`src/ppu_reg_pkg.sv`:
```
// ----------------------------------------------------------------------------
// ppu_reg_pkg
// shared types and constants for the video processor cpu register port
// ----------------------------------------------------------------------------
package ppu_reg_pkg;

    localparam int ADDR_W = 15;

    localparam logic [ADDR_W-1:0] PALETTE_BASE = 15'h3F00;
    localparam logic [ADDR_W-1:0] STEP_ACROSS  = 15'd1;
    localparam logic [ADDR_W-1:0] STEP_DOWN    = 15'd32;

    typedef enum logic [1:0] {
        OP_READ      = 2'd0,
        OP_WRITE     = 2'd1,
        OP_VBL_START = 2'd2,
        OP_VBL_END   = 2'd3
    } op_t;

    typedef enum logic [2:0] {
        REG_CTRL    = 3'd0,
        REG_MASK    = 3'd1,
        REG_STATUS  = 3'd2,
        REG_OAMADDR = 3'd3,
        REG_OAMDATA = 3'd4,
        REG_SCROLL  = 3'd5,
        REG_ADDR    = 3'd6,
        REG_DATA    = 3'd7
    } reg_sel_t;

    // result of one transfer, before the sprite memory read data is merged in
    typedef struct packed {
        logic [7:0]        rdata;
        logic [ADDR_W-1:0] vram_addr;
        logic              vram_read;
        logic              vram_write;
        logic              nmi_pulse;
        logic [2:0]        fine_x;
        logic [7:0]        mask;
        logic              oam_read;
    } result_t;

    // sprite memory access request
    typedef struct packed {
        logic       we;
        logic       re;
        logic [7:0] wdata;
    } oam_req_t;

endpackage

```
`src/ppu_reg_oam.sv`:
```
// ----------------------------------------------------------------------------
// ppu_reg_oam
// sprite memory: one write port, one registered read port
// ----------------------------------------------------------------------------
module ppu_reg_oam #(
    parameter int DEPTH = 256,
    parameter int IDX_W = 8
) (
    input  logic             aclk,
    input  logic             we,
    input  logic             re,
    input  logic [IDX_W-1:0] addr,
    input  logic [7:0]       wdata,
    output logic [7:0]       rdata
);

    logic [7:0] mem [DEPTH];
    logic [7:0] rdata_reg;

    always_ff @(posedge aclk) begin
        if (we) begin
            mem[addr] <= wdata;
        end
    end

    always_ff @(posedge aclk) begin
        if (re) begin
            rdata_reg <= mem[addr];
        end
    end

    assign rdata = rdata_reg;

endmodule

```
`src/ppu_reg_core.sv`:
```
// ----------------------------------------------------------------------------
// ppu_reg_core
// register file state and per-transfer decode of the cpu register port
// ----------------------------------------------------------------------------
module ppu_reg_core (
    input  logic                  aclk,
    input  logic                  aresetn,
    input  logic                  step_en,
    input  ppu_reg_pkg::op_t      op,
    input  ppu_reg_pkg::reg_sel_t reg_sel,
    input  logic [7:0]            wdata,
    input  logic [7:0]            vram_rdata,
    output ppu_reg_pkg::result_t  res,
    output ppu_reg_pkg::oam_req_t oam_req,
    output logic [7:0]            oam_addr
);

    import ppu_reg_pkg::*;

    logic [7:0]        ctrl_reg,  ctrl_next;
    logic [7:0]        mask_reg,  mask_next;
    logic [ADDR_W-1:0] v_reg,     v_next;
    logic [ADDR_W-1:0] t_reg,     t_next;
    logic [2:0]        fx_reg,    fx_next;
    logic              w_reg,     w_next;
    logic [7:0]        buf_reg,   buf_next;
    logic              vbl_reg,   vbl_next;
    logic [7:0]        oaddr_reg, oaddr_next;

    logic [ADDR_W-1:0] v_inc;

    assign v_inc = v_reg + (ctrl_reg[2] ? STEP_DOWN : STEP_ACROSS);

    always_comb begin
        ctrl_next  = ctrl_reg;
        mask_next  = mask_reg;
        v_next     = v_reg;
        t_next     = t_reg;
        fx_next    = fx_reg;
        w_next     = w_reg;
        buf_next   = buf_reg;
        vbl_next   = vbl_reg;
        oaddr_next = oaddr_reg;

        res         = '0;
        oam_req     = '0;
        oam_req.wdata = wdata;

        case (op)
            OP_READ: begin
                case (reg_sel)
                    REG_STATUS: begin
                        res.rdata = {vbl_reg, 2'b00, buf_reg[4:0]};
                        vbl_next  = 1'b0;
                        w_next    = 1'b0;
                    end
                    REG_OAMDATA: begin
                        res.oam_read = 1'b1;
                        oam_req.re   = 1'b1;
                    end
                    REG_DATA: begin
                        res.vram_addr = v_reg;
                        res.vram_read = 1'b1;
                        if (v_reg >= PALETTE_BASE) begin
                            res.rdata = vram_rdata;
                        end else begin
                            res.rdata = buf_reg;
                            buf_next  = vram_rdata;
                        end
                        v_next = v_inc;
                    end
                    default: begin
                    end
                endcase
            end
            OP_WRITE: begin
                case (reg_sel)
                    REG_CTRL: begin
                        ctrl_next = wdata;
                        t_next    = {t_reg[14:12], wdata[1:0], t_reg[9:0]};
                    end
                    REG_MASK: begin
                        mask_next = wdata;
                    end
                    REG_OAMADDR: begin
                        oaddr_next = wdata;
                    end
                    REG_OAMDATA: begin
                        oam_req.we = 1'b1;
                    end
                    REG_SCROLL: begin
                        if (!w_reg) begin
                            t_next  = {t_reg[14:5], wdata[7:3]};
                            fx_next = wdata[2:0];
                        end else begin
                            t_next = {wdata[2:0], t_reg[11:10], wdata[7:3], t_reg[4:0]};
                        end
                        w_next = ~w_reg;
                    end
                    REG_ADDR: begin
                        if (!w_reg) begin
                            t_next = {1'b0, wdata[5:0], t_reg[7:0]};
                        end else begin
                            t_next = {t_reg[14:8], wdata};
                            v_next = {t_reg[14:8], wdata};
                        end
                        w_next = ~w_reg;
                    end
                    REG_DATA: begin
                        res.vram_addr  = v_reg;
                        res.vram_write = 1'b1;
                        v_next         = v_inc;
                    end
                    default: begin
                    end
                endcase
            end
            OP_VBL_START: begin
                vbl_next      = 1'b1;
                res.nmi_pulse = ctrl_reg[7];
            end
            default: begin
                vbl_next = 1'b0;
            end
        endcase

        res.fine_x = fx_next;
        res.mask   = mask_next;
    end

    assign oam_addr = oaddr_reg;

    always_ff @(posedge aclk) begin
        if (!aresetn) begin
            ctrl_reg  <= '0;
            mask_reg  <= '0;
            v_reg     <= '0;
            t_reg     <= '0;
            fx_reg    <= '0;
            w_reg     <= 1'b0;
            buf_reg   <= '0;
            vbl_reg   <= 1'b0;
            oaddr_reg <= '0;
        end else if (step_en) begin
            ctrl_reg  <= ctrl_next;
            mask_reg  <= mask_next;
            v_reg     <= v_next;
            t_reg     <= t_next;
            fx_reg    <= fx_next;
            w_reg     <= w_next;
            buf_reg   <= buf_next;
            vbl_reg   <= vbl_next;
            oaddr_reg <= oaddr_next;
        end
    end

endmodule

```
`src/ppu_cpu_register_port.sv`:
```
// a result passes the input register, then the result register, before it is offered
//   on m_; a stall on m_ can hold it in either
// throughput: one transfer per cycle unless m_ stalls; one register file pass per item
// reset: aresetn synchronous active low clears the pipeline valids and all register file
//   state; sprite memory contents are left as they were
// ----------------------------------------------------------------------------
// ppu_cpu_register_port
// cpu-side register port of a tile video processor: control, mask, status,
// sprite memory, scroll, address and data registers plus vblank events
// ----------------------------------------------------------------------------
module ppu_cpu_register_port #(
    parameter int SPRITE_MEM_DEPTH = 256
) (
    input  logic        aclk,
    input  logic        aresetn,

    // input channel
    input  logic        s_tvalid,
    output logic        s_tready,
    input  logic [15:0] s_tdata,   // [7:0] wdata, [15:8] vram_rdata
    input  logic [4:0]  s_tuser,   // [1:0] op, [4:2] reg_sel

    // result channel
    output logic        m_tvalid,
    input  logic        m_tready,
    output logic [39:0] m_tdata,   // [7:0] rdata, [22:8] vram_addr, [25:23] fine_x_out,
                                   // [33:26] render_mask, [39:34] zero
    output logic [2:0]  m_tuser    // [0] vram_read, [1] vram_write, [2] nmi_pulse
);

    import ppu_reg_pkg::*;

    localparam int IDX_W = $clog2(SPRITE_MEM_DEPTH);

    // input register
    logic       in_valid_reg, in_valid_next;
    op_t        op_reg;
    reg_sel_t   sel_reg;
    logic [7:0] wdata_reg;
    logic [7:0] vdata_reg;

    // result register
    logic       out_valid_reg, out_valid_next;
    result_t    res_reg;

    // handshake control
    logic       s_xfer;
    logic       out_adv;   // result register can take a new item
    logic       step_en;   // item moves from input register to result register

    result_t    res;
    oam_req_t   oam_req;
    logic [7:0] oam_addr;
    logic [7:0] oam_rdata;

    assign out_adv  = !out_valid_reg || m_tready;
    assign step_en  = in_valid_reg && out_adv;
    assign s_tready = !in_valid_reg || out_adv;
    assign s_xfer   = s_tvalid && s_tready;

    always_comb begin
        in_valid_next = in_valid_reg;
        if (s_xfer) begin
            in_valid_next = 1'b1;
        end else if (step_en) begin
            in_valid_next = 1'b0;
        end
    end

    always_comb begin
        out_valid_next = out_valid_reg;
        if (step_en) begin
            out_valid_next = 1'b1;
        end else if (m_tready) begin
            out_valid_next = 1'b0;
        end
    end

    always_ff @(posedge aclk) begin
        if (!aresetn) begin
            in_valid_reg  <= 1'b0;
            out_valid_reg <= 1'b0;
        end else begin
            in_valid_reg  <= in_valid_next;
            out_valid_reg <= out_valid_next;
        end
    end

    // payload capture
    always_ff @(posedge aclk) begin
        if (s_xfer) begin
            op_reg    <= op_t'(s_tuser[1:0]);
            sel_reg   <= reg_sel_t'(s_tuser[4:2]);
            wdata_reg <= s_tdata[7:0];
            vdata_reg <= s_tdata[15:8];
        end
    end

    always_ff @(posedge aclk) begin
        if (step_en) begin
            res_reg <= res;
        end
    end

    // register file and decode
    ppu_reg_core u_core (
        .aclk       (aclk),
        .aresetn    (aresetn),
        .step_en    (step_en),
        .op         (op_reg),
        .reg_sel    (sel_reg),
        .wdata      (wdata_reg),
        .vram_rdata (vdata_reg),
        .res        (res),
        .oam_req    (oam_req),
        .oam_addr   (oam_addr)
    );

    // sprite memory, read data lands alongside the result register
    ppu_reg_oam #(
        .DEPTH (SPRITE_MEM_DEPTH),
        .IDX_W (IDX_W)
    ) u_oam (
        .aclk  (aclk),
        .we    (step_en && oam_req.we),
        .re    (step_en && oam_req.re),
        .addr  (oam_addr[IDX_W-1:0]),
        .wdata (oam_req.wdata),
        .rdata (oam_rdata)
    );

    // sprite reads take the memory output, everything else the registered byte
    assign m_tvalid = out_valid_reg;
    assign m_tdata  = {6'b000000, res_reg.mask, res_reg.fine_x, res_reg.vram_addr,
                       (res_reg.oam_read ? oam_rdata : res_reg.rdata)};
    assign m_tuser  = {res_reg.nmi_pulse, res_reg.vram_write, res_reg.vram_read};

    // a vram access is either a read or a write, never both
    assert property (@(posedge aclk) disable iff (!aresetn)
        m_tvalid |-> !(m_tuser[0] && m_tuser[1]))
        else $error("vram read and write flagged together");

    // an interrupt pulse comes from a vblank event, which touches no register data
    assert property (@(posedge aclk) disable iff (!aresetn)
        (m_tvalid && m_tuser[2]) |-> (m_tdata[7:0] == 8'h00 && m_tuser[1:0] == 2'b00))
        else $error("nmi pulse alongside register traffic");

    // no vram access means no address is reported
    assert property (@(posedge aclk) disable iff (!aresetn)
        (m_tvalid && m_tuser[1:0] == 2'b00) |-> (m_tdata[22:8] == '0))
        else $error("vram address without vram access");

    // a held item stays in the input register until it is processed
    assert property (@(posedge aclk) disable iff (!aresetn)
        (in_valid_reg && !step_en) |=> in_valid_reg)
        else $error("input item lost");

    // each processed item produces a result on the next cycle
    assert property (@(posedge aclk) disable iff (!aresetn)
        step_en |=> m_tvalid)
        else $error("processed item without result");

endmodule

```
`config.mk`:
```
export PLATFORM = sky130hd
export DESIGN_NAME = ppu_cpu_register_port
export DESIGN_NICKNAME = d
export VERILOG_FILES = /design/src/ppu_reg_pkg.sv /design/src/ppu_reg_oam.sv /design/src/ppu_reg_core.sv /design/src/ppu_cpu_register_port.sv
export SDC_FILE = /design/constraint.sdc
export NUM_CORES = 2
export LEC_CHECK = 0
export BUFFER_PORTS_ARGS = -buffer_cell sky130_fd_sc_hd__clkbuf_2
export CORE_MARGIN = 3
export CORE_UTILIZATION = 38
export DETAILED_ROUTE_END_ITERATION = 10
export GPL_TIMING_DRIVEN = 0
export SYNTH_ARGS = -nofsm -noshare
export SYNTH_HDL_FRONTEND = slang
export SYNTH_SLANG_ARGS = --single-unit
```
`constraint.sdc`:
```
create_clock -name aclk -period 4.6 [get_ports aclk]
set_input_delay 0.23 -clock aclk [delete_from_list [all_inputs] [get_ports aclk]]
set_output_delay 0.23 -clock aclk [all_outputs]
set_load 0.02 [all_outputs]
```
==> out/qor.yml <==
synth-seq-cells: 2170
seq_area_frac_synth_pct: 77.1
slew_violations: 0
layout_common_cells: "2115 x edfxtp_1, 512 x mux4_2, 261 x a22oi_1, 214 x clkbuf_16, 206 x nor2_1"
dr_total_vias: 43300
ant_nets: 0
pre_cts_ws_ns: -1.32
numCtsBuffers: 212
dieArea_um2: 226000
grt_pass1_vias: 42600
multi_input_area_um2: 18100
worstPathCellList: "clkbuf_2, clkdlybuf4s15_1, nor2b_1, nand2_1, clkbuf_2, buf_12, nor2_1"
netlist_area_um2: 83800
path_clk_slew_ns: 0.06
die_x_um: 475
die_h_um: 475
htreeDepth: 4
drt_first_iter_violations: 5769
synthSimpleGateAreaFrac_pct: 2.69
worstSetupPathType: "register to register"
yosysTopAreaCellShare_pct: 75.8
first_pass_iters: 8
switching_power_mw: 8.11
p_clk_share_pct: 43.1
antenna_found_initial: 13
pwr-share-seq_pct: 54.6
endpoint_kind: "register"
nets: 4455
yosys_warnings: 0
syn2layout_area_growth_pct: 16.7
power.total_mw: 39.8
setup_viol: 737
finalCritPeriodShare_pct: 107
finalSetupTns_ns: -93.54
stdcell_count: 7464
clk_latency_ns: 0.86
synthTopCellsByArea: "edfxtp_1 76%, mux4_2 14%, a22oi_1 2.3%"
fin_skew_ns: 0.0376
required_ns: 5.05
slew_headroom_pct: 22.9
irDropWorstVdd_v: 0.000262
syn_inst: 4024
worst-path-max-fanout: 10
grt_pass1_wl_mm: 325
fin_util_pct: 44.8
drc_errors: 0
pwr-share-comb_pct: 2.2
crit_family: "buffers and inverters"
rows: 171
final_common_cell: "edfxtp_1"
internal_power_mw: 31.7
finalHoldViolCount: 0
root_buffer: "clkbuf_16"
worstSetupStartpointType: "register"
cp_data_arrival_time_ns: 5.39
synthAdderAreaFrac_pct: 0.0448
largest_register_ffs: 2048
rsz0062_at_grt: "true"
drive_above_1_share_pct: 27.0
synth_compound_area_share_pct: 4.04
synth.area.mux_share_pct: 14.3
coreArea_um2: 218000
cts_tree: "done"
tightest_slew_ns: 1.16
grt_max_degree: 33
critPathMaxStageDelay_ns: 0.79
switching_share_pct: 20.4
start_util_pct: 38.4
cts_setup_buffers: 0
viasPerCell: 5.81
drv_cap: 0
gp_congestion: 0.904
clock_path_buffers: 3
regArea_um2: 64600
crit_top_cell: "clkbuf_2"
finalWirelength_mm: 233
place_inst: 7043
clock-sinks: 2170
yosys.area.top_type: "edfxtp_1"
ios: 70
hp-class: "input pin to register"
max_freq_mhz: 202
portBuffers: 62
synth_cell_types: 51
dp_hpwl_mm: 158
min_period_ns: 4.94
wire_per_inst_um: 31.2
p_leak_nw: 29.7
violations: "setup timing"
ys.flop_type: "edfxtp_1"
power_density_nw_per_um2: 407
synth_xor_area_share_pct: 0.0209
synth_top_family_by_area: "multiplexers"
synth-async-reset-ratio_pct: 0
critPathBufInv: 4
setup_ws_ns: -0.338
grt_overflow: 0
crit_path_top_delay_cell: "dfxtp_1"
outcome: "finished, violations left"
grt_usage_pct: 20.4
fill_cells: 18300
synth_enable_flop_cells: 2115
synth_area_per_cell_um2: 20.8
==> area by class of cell <==
cell class,count,share of cell area (%)
Sequential cell,2170,66.1
Multi-Input combinational cell,1566,18.5
Clock buffer,261,5.67
Tap cell,2854,3.65
Timing Repair Buffer,185,3.20
Buffer,284,1.51
Clock inverter,133,1.30
Inverter,8,0.0307
Antenna cell,3,0.00768
==> per-stage QoR <==
stage,hold slack [ns],area (um2)
finish,0.102,97800
global route,0.0740,97800
detailed placement,0.409,90200
global placement,0.411,87700
floorplan,0.329,83800
CTS,0.0446,97700
==> power by group through the flow <==
stage / clock network (mW) / logic, mW / registers, mW
after floorplan: 0 / 0.187 / 22.4
after global placement: 0 / 0.289 / 22.6
after detailed placement: 0 / 0.863 / 22.2
after CTS: 17.4 / 0.883 / 21.7
after global routing: 18.2 / 0.939 / 21.7
final: 17.2 / 0.886 / 21.7
==> synth_stat cells, drive strengths merged, types with 2 or more instances <==
library cell,count
edfxtp,2115
mux4,512
nor2,296
a22oi,261
clkbuf,170
a21oi,140
buf,115
nand2,65
dfxtp,55
nor2b,39
o41ai,32
mux2i,28
and2,23
nand3,19
mux2,18
o21ai,16
nand4,13
a21boi,12
nor3b,11
nor3,10
and3,8
inv,8
a31oi,6
a21o,4
nand3b,4
o221a,4
o22ai,4
ha,3
nand2b,3
nor4,3
o211a,3
o21a,3
o31ai,3
or4,3
a32oi,2
and4,2
xor2,2
==> final timing paths <==
check                endpoint               start  slack, ns  cells past startpoint
max          u_oam.mem[94][0]  u_core.oam_addr[1]      -0.34                      7
min              vdata_reg[4]         s_tdata[12]       0.10                      2
max reg2reg  u_oam.mem[94][0]  u_core.oam_addr[1]      -0.34                      7
min reg2reg   u_core.v_reg[5]     u_core.v_reg[5]       0.49                      2
==> what timing repair did <==
| item | CTS | global route |
|---|---|---|
| setup endpoints to repair | 1812 | 638 |
| cloned | 0 | 0 |
| pin swaps | 0 | 0 |
| resized for setup | 132 | 20 |
| endpoints found under the hold margin | 28 | 0 |
| hold buffers | 25 | 0 |
==> kinds of logic (layout without fill, tap and decap cells) <==
family / after synthesis / after routing
other: 1 / 9
flip-flops: 2170 / 2170
buffers and inverters: 293 / 871
multiplexers: 558 / 558
AND/OR/NAND/NOR: 502 / 502
adder cells (fa/ha/maj): 3 / 3
XOR/XNOR: 2 / 2
AO/OA/AOI/OAI: 495 / 495
==> per-layer routing <==
layer | vias to the layer above | wire length [um] | track usage (%)
li1 | 17600 | - | -
met1 | 23100 | 93500 | 28.3
met2 | 2229 | 106000 | 31.0
met3 | 423 | 24000 | 5.61
met4 | 2 | 9060 | 7.33
met5 | - | 13 | 0
No activity file was read; power rests on OpenSTA's default activity.
